### config.mk
export PLATFORM = sky130hd
export DESIGN_NAME = ftrs_ctrl
export DESIGN_NICKNAME = d
export VERILOG_FILES = /design/src/design/ftrs_pkg.sv /design/src/design/ftrs_alu.sv /design/src/design/ftrs_ctrl.sv
export SDC_FILE = /design/constraint.sdc
export NUM_CORES = 1
export LEC_CHECK = 0
export BUFFER_PORTS_ARGS = -buffer_cell sky130_fd_sc_hd__buf_4
export CAP_MARGIN = 20
export CORE_ASPECT_RATIO = 1.5
export CORE_MARGIN = 8
export CORE_UTILIZATION = 43
export DETAILED_ROUTE_END_ITERATION = 12
export HOLD_SLACK_MARGIN = 0.08
export PLACE_DENSITY = 0.67
export SLEW_MARGIN = 25
export SYNTH_ARGS = -nofsm -noshare
export SYNTH_HDL_FRONTEND = slang
export SYNTH_SLANG_ARGS = --single-unit
### constraint.sdc
create_clock -name aclk -period 5.35 [get_ports aclk]
set_input_delay 1.3375 -clock aclk [delete_from_list [all_inputs] [get_ports aclk]]
set_output_delay 1.3375 -clock aclk [all_outputs]
set_load 0.01 [all_outputs]
### src/design/ftrs_pkg.sv
`default_nettype none

package ftrs_pkg;

    localparam int IDX_W   = 12;
    localparam int SIZE_W  = 11;
    localparam int LO_W    = 10;
    localparam int HI_W    = 11;
    localparam int DELTA_W = 32;
    localparam int SUM_W   = 64;
    localparam int DATA_W  = 32;
    localparam int ADDR_W  = 3;

    localparam logic [SIZE_W-1:0] SIZE_RESET = 11'd1024;

    // register index, taken from paddr[2]
    localparam logic REG_SIZE_IN_USE = 1'b0;

    typedef enum logic {
        REQ_ADD   = 1'b0,
        REQ_RANGE = 1'b1
    } req_t;

    typedef enum logic [1:0] {
        ALU_ACC_ADD = 2'd0,
        ALU_ACC_SUB = 2'd1,
        ALU_RMW     = 2'd2
    } alu_op_t;

    typedef struct packed {
        logic rd_en;
        logic wr_en;
    } ram_cmd_t;

endpackage

`default_nettype wire

### src/design/ftrs_alu.sv
`default_nettype none

module ftrs_alu (
    input  wire ftrs_pkg::alu_op_t              op,
    input  wire logic [ftrs_pkg::SUM_W-1:0]     acc,
    input  wire logic [ftrs_pkg::SUM_W-1:0]     rd_data,
    input  wire logic [ftrs_pkg::DELTA_W-1:0]   delta,
    output logic      [ftrs_pkg::SUM_W-1:0]     result
);
    import ftrs_pkg::*;

    logic [SUM_W-1:0] opa;
    logic [SUM_W-1:0] opb;
    logic             cin;

    always_comb begin
        case (op)
            ALU_ACC_ADD: begin
                opa = acc;
                opb = rd_data;
                cin = 1'b0;
            end
            ALU_ACC_SUB: begin
                opa = acc;
                opb = ~rd_data;
                cin = 1'b1;
            end
            ALU_RMW: begin
                opa = rd_data;
                opb = {{(SUM_W-DELTA_W){delta[DELTA_W-1]}}, delta};
                cin = 1'b0;
            end
            default: begin
                opa = acc;
                opb = '0;
                cin = 1'b0;
            end
        endcase
        result = opa + opb + SUM_W'(cin);
    end

endmodule

`default_nettype wire

### src/design/ftrs_ctrl.sv
`default_nettype none

module ftrs_ctrl #(
    parameter int MAX_ENTRIES = 1024
) (
    input  wire logic                               aclk,
    input  wire logic                               aresetn,
    input  wire logic [ftrs_pkg::SIZE_W-1:0]        size_in_use,
    input  wire logic                               s_valid,
    output logic                                    s_ready,
    input  wire logic                               s_req_type,
    input  wire logic [ftrs_pkg::LO_W-1:0]          s_index_lo,
    input  wire logic [ftrs_pkg::HI_W-1:0]          s_index_hi,
    input  wire logic [ftrs_pkg::DELTA_W-1:0]       s_delta,
    output logic                                    m_valid,
    input  wire logic                               m_ready,
    output logic [ftrs_pkg::SUM_W-1:0]              m_range_sum,
    output logic                                    m_index_error,
    output ftrs_pkg::ram_cmd_t                      cmd,
    output logic [$clog2(MAX_ENTRIES)-1:0]          rd_addr,
    output logic [$clog2(MAX_ENTRIES)-1:0]          wr_addr,
    output logic [ftrs_pkg::SUM_W-1:0]              wr_data,
    input  wire logic [ftrs_pkg::SUM_W-1:0]         rd_data
);
    import ftrs_pkg::*;

    localparam int AW = $clog2(MAX_ENTRIES);

    typedef enum logic [2:0] {
        ST_CLEAR,
        ST_IDLE,
        ST_ADD,
        ST_PRE_HI,
        ST_PRE_LO,
        ST_PUT
    } state_t;

    state_t             state_reg, state_next;
    logic [IDX_W-1:0]   idx_reg, idx_next;
    logic               pend_reg, pend_next;
    logic [AW-1:0]      pend_addr_reg, pend_addr_next;
    logic [SUM_W-1:0]   acc_reg, acc_next;
    logic [DELTA_W-1:0] delta_reg, delta_next;
    logic [LO_W-1:0]    lo_reg, lo_next;
    logic               err_reg, err_next;
    logic [AW-1:0]      clr_cnt_reg, clr_cnt_next;
    logic               m_valid_reg, m_valid_next;
    logic [SUM_W-1:0]   m_sum_reg, m_sum_next;
    logic               m_err_reg, m_err_next;

    logic [SIZE_W-1:0]  eff_size;
    logic               idx_in_store;
    logic               add_live;
    logic               pre_live;
    logic [IDX_W-1:0]   idx_up;
    logic [IDX_W-1:0]   idx_down;
    logic [IDX_W-1:0]   hi_ext;
    logic [IDX_W-1:0]   lo_m1;
    logic               hi_over;
    alu_op_t            alu_op;
    logic [SUM_W-1:0]   alu_result;

    ftrs_alu u_alu (
        .op      (alu_op),
        .acc     (acc_reg),
        .rd_data (rd_data),
        .delta   (delta_reg),
        .result  (alu_result)
    );

    always_comb begin
        eff_size = (32'(size_in_use) > MAX_ENTRIES) ? SIZE_W'(MAX_ENTRIES) : size_in_use;
        idx_in_store = !idx_reg[IDX_W-1] && (32'(idx_reg[SIZE_W-1:0]) < MAX_ENTRIES);
        add_live = !idx_reg[IDX_W-1] && (idx_reg[SIZE_W-1:0] < eff_size);
        pre_live = !idx_reg[IDX_W-1];
        idx_up   = idx_reg | (idx_reg + IDX_W'(1));
        idx_down = (idx_reg & (idx_reg + IDX_W'(1))) - IDX_W'(1);
        hi_ext   = {{(IDX_W-HI_W){s_index_hi[HI_W-1]}}, s_index_hi};
        lo_m1    = {{(IDX_W-LO_W){1'b0}}, lo_reg} - IDX_W'(1);
        hi_over  = !s_index_hi[HI_W-1] && ({1'b0, s_index_hi[HI_W-2:0]} >= eff_size);
    end

    always_comb begin
        state_next     = state_reg;
        idx_next       = idx_reg;
        pend_next      = pend_reg;
        pend_addr_next = pend_addr_reg;
        acc_next       = acc_reg;
        delta_next     = delta_reg;
        lo_next        = lo_reg;
        err_next       = err_reg;
        clr_cnt_next   = clr_cnt_reg;
        m_valid_next   = m_valid_reg && !m_ready;
        m_sum_next     = m_sum_reg;
        m_err_next     = m_err_reg;
        cmd            = '0;
        rd_addr        = AW'(idx_reg);
        wr_addr        = pend_addr_reg;
        wr_data        = alu_result;
        alu_op         = ALU_ACC_ADD;

        case (state_reg)
            ST_CLEAR: begin
                cmd.wr_en    = 1'b1;
                wr_addr      = clr_cnt_reg;
                wr_data      = '0;
                clr_cnt_next = clr_cnt_reg + AW'(1);
                if (clr_cnt_reg == AW'(MAX_ENTRIES - 1)) begin
                    state_next = ST_IDLE;
                end
            end
            ST_IDLE: begin
                if (s_valid) begin
                    lo_next    = s_index_lo;
                    delta_next = s_delta;
                    acc_next   = '0;
                    pend_next  = 1'b0;
                    err_next   = 1'b0;
                    if (s_req_type == REQ_ADD) begin
                        idx_next   = {{(IDX_W-LO_W){1'b0}}, s_index_lo};
                        state_next = ST_ADD;
                    end else if (hi_over) begin
                        err_next   = 1'b1;
                        state_next = ST_PUT;
                    end else begin
                        idx_next   = hi_ext;
                        state_next = ST_PRE_HI;
                    end
                end
            end
            ST_ADD: begin
                // read next cell while writing back the previous one
                alu_op    = ALU_RMW;
                cmd.wr_en = pend_reg;
                if (add_live) begin
                    cmd.rd_en      = 1'b1;
                    pend_next      = 1'b1;
                    pend_addr_next = AW'(idx_reg);
                    idx_next       = idx_up;
                end else begin
                    pend_next = 1'b0;
                    if (!pend_reg) begin
                        state_next = ST_PUT;
                    end
                end
            end
            ST_PRE_HI, ST_PRE_LO: begin
                alu_op = (state_reg == ST_PRE_HI) ? ALU_ACC_ADD : ALU_ACC_SUB;
                if (pend_reg) begin
                    acc_next = alu_result;
                end
                if (pre_live) begin
                    cmd.rd_en = idx_in_store;
                    pend_next = idx_in_store;
                    idx_next  = idx_down;
                end else begin
                    pend_next = 1'b0;
                    if (!pend_reg) begin
                        if (state_reg == ST_PRE_HI) begin
                            idx_next   = lo_m1;
                            state_next = ST_PRE_LO;
                        end else begin
                            state_next = ST_PUT;
                        end
                    end
                end
            end
            ST_PUT: begin
                if (!m_valid_reg || m_ready) begin
                    m_valid_next = 1'b1;
                    m_sum_next   = acc_reg;
                    m_err_next   = err_reg;
                    state_next   = ST_IDLE;
                end
            end
            default: begin
                state_next = ST_IDLE;
            end
        endcase
    end

    always_ff @(posedge aclk) begin
        if (!aresetn) begin
            state_reg   <= ST_CLEAR;
            clr_cnt_reg <= '0;
            pend_reg    <= 1'b0;
            m_valid_reg <= 1'b0;
        end else begin
            state_reg   <= state_next;
            clr_cnt_reg <= clr_cnt_next;
            pend_reg    <= pend_next;
            m_valid_reg <= m_valid_next;
        end
        idx_reg       <= idx_next;
        pend_addr_reg <= pend_addr_next;
        acc_reg       <= acc_next;
        delta_reg     <= delta_next;
        lo_reg        <= lo_next;
        err_reg       <= err_next;
        m_sum_reg     <= m_sum_next;
        m_err_reg     <= m_err_next;
    end

    assign s_ready       = (state_reg == ST_IDLE);
    assign m_valid       = m_valid_reg;
    assign m_range_sum   = m_sum_reg;
    assign m_index_error = m_err_reg;

    a_err_zero_sum: assert property (@(posedge aclk) disable iff (!aresetn)
        m_valid && m_index_error |-> m_range_sum == '0)
        else $error("flagged word carries a nonzero sum");

    a_busy_after_accept: assert property (@(posedge aclk) disable iff (!aresetn)
        s_valid && s_ready |=> !s_ready)
        else $error("input taken again right after accept");

    a_write_states: assert property (@(posedge aclk) disable iff (!aresetn)
        cmd.wr_en |-> (state_reg == ST_ADD || state_reg == ST_CLEAR))
        else $error("cell write outside update or clear");

    a_no_rw_collide: assert property (@(posedge aclk) disable iff (!aresetn)
        cmd.wr_en && cmd.rd_en |-> wr_addr != rd_addr)
        else $error("read and write hit the same cell");

endmodule

`default_nettype wire

==> run_summary.xml <==
<?xml version="1.0" encoding="UTF-8"?>
<metrics>
  <group name="outcome">
    <metric name="outcome" unit="">finished, violations left</metric>
    <metric name="violated_checks" unit="">negative setup slack</metric>
  </group>
  <group name="timing">
    <metric name="timing.slew.headroom" unit="">0.3915</metric>
    <metric name="layout_min_cycle_time" unit="ns">5.963</metric>
    <metric name="final_min_period_over_clock_period" unit="">1.115</metric>
    <metric name="finalHoldViolations" unit="">0</metric>
    <metric name="fin_skew" unit="ns">0.01375</metric>
    <metric name="clock.fmax" unit="GHz">0.1677</metric>
    <metric name="setup_repair_after_global_routing_missed_its_margin" unit="">yes</metric>
    <metric name="timing_worst_slew_pin_value" unit="ns">0.9127</metric>
    <metric name="timing.final.ws_setup" unit="ns">-0.6132</metric>
    <metric name="setup_violations" unit="">49</metric>
    <metric name="number_of_pins_with_negative_max_slew_slack_in_the_final_report" unit="">0</metric>
  </group>
  <group name="logic_synthesis">
    <metric name="synth-main-ff-cell" unit="">sky130_fd_sc_hd__edfxtp_1</metric>
    <metric name="netlist_top_cells_area" unit="">sky130_fd_sc_hd__edfxtp_1 41%, sky130_fd_sc_hd__nand2_1 9.2%, sky130_fd_sc_hd__ha_1 7.4%, sky130_fd_sc_hd__nor2_1 4.9%, sky130_fd_sc_hd__a21oi_1 3.5%</metric>
    <metric name="synth-warning-count" unit="">0</metric>
    <metric name="proportion_of_register_bits_with_asynchronous_set_or_reset_after_synthesis" unit="">0</metric>
    <metric name="netlist.top_cell.by_area" unit="">sky130_fd_sc_hd__edfxtp_1</metric>
    <metric name="synth_edf_count" unit="">194</metric>
    <metric name="synthesis.nets" unit="">1836</metric>
    <metric name="synthesis.area" unit="um^2">14290</metric>
    <metric name="syn-mean-instance-area" unit="um^2">8.840</metric>
    <metric name="synth_seq_cells" unit="">209</metric>
    <metric name="yosysSeqAreaShare" unit="">0.4286</metric>
    <metric name="synth_cell_types" unit="">74</metric>
    <metric name="synth_largest_type_area_fraction" unit="">0.4076</metric>
    <metric name="syn-instance-count" unit="">1617</metric>
  </group>
  <group name="clock_tree">
    <metric name="clockRootBuffer" unit="">sky130_fd_sc_hd__clkbuf_16</metric>
    <metric name="clock_sink_count" unit="">209</metric>
    <metric name="tritoncts" unit="">done</metric>
    <metric name="htreeDepth" unit="">1</metric>
    <metric name="numCtsBuffers" unit="">23</metric>
    <metric name="source_to_sink_clock_delay_at_the_later_pin_of_the_worst_skew_pair" unit="ns">0.53</metric>
    <metric name="ctsHoldBuffers" unit="">0</metric>
    <metric name="cts.clk_slew.worst_paths" unit="ns">0.06</metric>
    <metric name="ctsLongestPathBuffers" unit="">3</metric>
  </group>
  <group name="grt">
    <metric name="grt_max_degree" unit="">62</metric>
    <metric name="grt_remaining_overflow" unit="">0</metric>
    <metric name="number_of_global_route_vias_before_repair" unit="">14699</metric>
    <metric name="antenna_violations_before_repair" unit="">8</metric>
    <metric name="gr_util_all_layers" unit="">0.2523</metric>
    <metric name="global_route_wire_length_before_repair" unit="mm">78.43</metric>
  </group>
  <group name="final_layout">
    <metric name="areaGrowthSynthToFinish" unit="%">47.83</metric>
    <metric name="fillerInstances" unit="">2751</metric>
    <metric name="multiInputGateArea" unit="um^2">9016</metric>
    <metric name="seq_area" unit="um^2">6132</metric>
    <metric name="cell_area_after_layout" unit="um^2">21130</metric>
    <metric name="layout.nets" unit="">2338</metric>
    <metric name="fraction_of_final_layout_cells_with_drive_strength_greater_than_1" unit="">0.3775</metric>
  </group>
  <group name="placed_design">
    <metric name="dp_hpwl" unit="mm">38.80</metric>
    <metric name="io_buffers" unit="">285</metric>
    <metric name="post_dp_cell_area" unit="um^2">18660</metric>
    <metric name="place_congestion" unit="">0.9295</metric>
  </group>
  <group name="critical_path">
    <metric name="worst_setup_path_start_kind" unit="">input pin</metric>
    <metric name="timing.reg2reg.worst_path_depth" unit="">20</metric>
    <metric name="worstPathArrival" unit="ns">4.63</metric>
    <metric name="timing.setup.critical_path_class" unit="">input pin to output pin</metric>
    <metric name="data_required_time_of_the_critical_path" unit="ns">4.01</metric>
    <metric name="critical_path.endpoint_type" unit="">output pin</metric>
    <metric name="cp_max_fo" unit="">6</metric>
  </group>
  <group name="floorplanning">
    <metric name="core_area" unit="um^2">33140</metric>
    <metric name="placementRows" unit="">82</metric>
    <metric name="dieHeight" unit="um">239.3</metric>
    <metric name="die_area" unit="um^2">39450</metric>
    <metric name="floorplan.io_pins" unit="">286</metric>
    <metric name="start_util" unit="">0.4313</metric>
    <metric name="chipWidth" unit="um">164.9</metric>
  </group>
  <group name="pwr">
    <metric name="power-per-cell-area" unit="nW/um^2">191.6</metric>
    <metric name="worst_ir_drop_vdd" unit="V">0.0002368</metric>
    <metric name="post-layout-total-power" unit="W">0.004048</metric>
    <metric name="power_leakage" unit="nW">8.727</metric>
  </group>
  <group name="routing">
    <metric name="ant_nets" unit="">0</metric>
    <metric name="post_drt_wl_per_cell" unit="um">20.41</metric>
    <metric name="detailroute.via_count" unit="">14482</metric>
    <metric name="drcViolationCount" unit="">0</metric>
    <metric name="post_drt_via_cell_ratio" unit="">5.661</metric>
    <metric name="drtIter0Drc" unit="">804</metric>
    <metric name="first_pass_iters" unit="">5</metric>
    <metric name="detail_route.wirelength" unit="mm">52.21</metric>
  </group>
  <group name="run">
    <metric name="cap_violations" unit="">0</metric>
  </group>
  <group name="worst_hold_path">
    <metric name="cell_depth_of_the_worst_min_delay_path" unit="">0</metric>
    <metric name="hold_class" unit="">register to register</metric>
  </group>
</metrics>
==> cell usage in the layout (no fill, tap or decap), types with 14 or more instances in the layout <==
cell	Yosys	routed
sky130_fd_sc_hd__clkbuf_16	0	24
sky130_fd_sc_hd__xnor2_1	29	17
sky130_fd_sc_hd__nand3_1	18	15
sky130_fd_sc_hd__xor2_1	33	23
sky130_fd_sc_hd__edfxtp_1	194	194
sky130_fd_sc_hd__buf_4	11	522
sky130_fd_sc_hd__nor3_1	45	27
sky130_fd_sc_hd__nor2_2	0	14
sky130_fd_sc_hd__nand2_1	350	340
sky130_fd_sc_hd__inv_1	29	27
sky130_fd_sc_hd__nor2_1	185	166
sky130_fd_sc_hd__o211ai_1	39	39
sky130_fd_sc_hd__nand2b_1	16	14
sky130_fd_sc_hd__o21ai_0	48	41
sky130_fd_sc_hd__nand4_1	20	20
sky130_fd_sc_hd__ha_1	84	71
sky130_fd_sc_hd__nor3_2	0	18
sky130_fd_sc_hd__a21o_1	42	41
sky130_fd_sc_hd__a21oi_1	99	82
sky130_fd_sc_hd__and2_1	19	14
sky130_fd_sc_hd__a221o_1	33	33
sky130_fd_sc_hd__buf_6	0	39
sky130_fd_sc_hd__o21a_1	21	19
==> area by class of cell <==
type                    instances  area share
multi-input cells            1280      0.4267
diodes                          3   0.0003553
repair buffers                574      0.2189
inverters                      31    0.005684
clock inverters                12    0.004500
well taps                     420     0.02487
flip-flops and latches        209      0.2902
clock buffers                  29     0.02878
==> worst max-delay path: stages <==
cell and delay [ns]:
sky130_fd_sc_hd__buf_4 0.13, sky130_fd_sc_hd__a221o_1 0.37, sky130_fd_sc_hd__ha_4 0.33, sky130_fd_sc_hd__a21oi_1 0.15, sky130_fd_sc_hd__o211ai_1 0.25, sky130_fd_sc_hd__a41oi_1 0.20
sky130_fd_sc_hd__o211a_1 0.33, sky130_fd_sc_hd__a211oi_4 0.33, sky130_fd_sc_hd__o21ai_2 0.08, sky130_fd_sc_hd__buf_6 0.15, sky130_fd_sc_hd__buf_6 0.12, sky130_fd_sc_hd__buf_6 0.11
sky130_fd_sc_hd__a21oi_4 0.24, sky130_fd_sc_hd__mux2i_2 0.27, sky130_fd_sc_hd__nor2_1 0.09, sky130_fd_sc_hd__buf_4 0.15
==> per-stage QoR <==
stage,utilization,hold WS (ns),std cells,setup WS (ns),TNS (ns)
after CTS,0.6142,0.4205,2538,-0.5810,-14.11
after floorplan,-,0.4003,1617,-0.08029,-0.2260
after global routing,0.6376,0.4340,2558,-0.7429,-25.14
final,0.6376,0.4189,2558,-0.6132,-17.33
after detailed placement,0.5631,0.4056,2468,-0.7837,-23.12
after global placement,0.5624,0.4053,2467,-0.7320,-21.67
==> what timing repair did <==
item,CTS,global route
endpoints found under the setup margin,53,51
pin swaps,86,78
setup buffers,31,22
resized for setup,142,120
gates cloned,1,1
==> synthesized netlist by cell type (19+ instances only) <==
| cell | number |
|---|---|
| sky130_fd_sc_hd__o21ai_1 | 20 |
| sky130_fd_sc_hd__nor3_1 | 45 |
| sky130_fd_sc_hd__nand2_1 | 350 |
| sky130_fd_sc_hd__clkbuf_1 | 76 |
| sky130_fd_sc_hd__o21a_1 | 21 |
| sky130_fd_sc_hd__o21ai_0 | 48 |
| sky130_fd_sc_hd__nor2_1 | 185 |
| sky130_fd_sc_hd__and2_1 | 19 |
| sky130_fd_sc_hd__ha_1 | 84 |
| sky130_fd_sc_hd__nand4_1 | 20 |
| sky130_fd_sc_hd__edfxtp_1 | 194 |
| sky130_fd_sc_hd__a221o_1 | 33 |
| sky130_fd_sc_hd__xnor2_1 | 29 |
| sky130_fd_sc_hd__inv_1 | 29 |
| sky130_fd_sc_hd__xor2_1 | 33 |
| sky130_fd_sc_hd__o211ai_1 | 39 |
| sky130_fd_sc_hd__a21o_1 | 42 |
| sky130_fd_sc_hd__a21oi_1 | 99 |
==> power breakdown <==
group	switching, W	leakage (nW)	total, W	internal (W)
logic	0.000366	6.65	0.000748	0.000382
clock network	0.000675	0.342	0.00153	0.000855
registers	0.00000305	1.74	0.00177	0.00177
total	0.00104	8.73	0.00405	0.00300
==> routing by layer <==
metal  GRT usage  share of wire  vias to the layer above
met5           0         0.0012                        -
met4      0.1134          0.046                       10
met3     0.04008          0.065                      142
met2      0.4731           0.54                      572
met1      0.2699           0.35                     6876
li1            -              -                     6882
==> worst paths after layout <==
kind	start	to	slack, ns
setup / recovery	rd_data[15]	wr_data[54]	-0.61
hold / removal	err_reg	m_index_error	0.42
setup reg to reg	state_reg[1]	acc_reg[62]	1.06
hold reg to reg	err_reg	m_index_error	0.42
==> logic make-up after synthesis <==
family | share of synthesized area
AO/OA/AOI/OAI | 0.1976
XOR/XNOR | 0.03799
adder cells (fa/ha/maj) | 0.07633
buffers and inverters | 0.03694
flip-flops | 0.4286
multiplexers | 0.009103
AND/OR/NAND/NOR | 0.2135
Note: power is estimated with default switching activity, not from simulation.
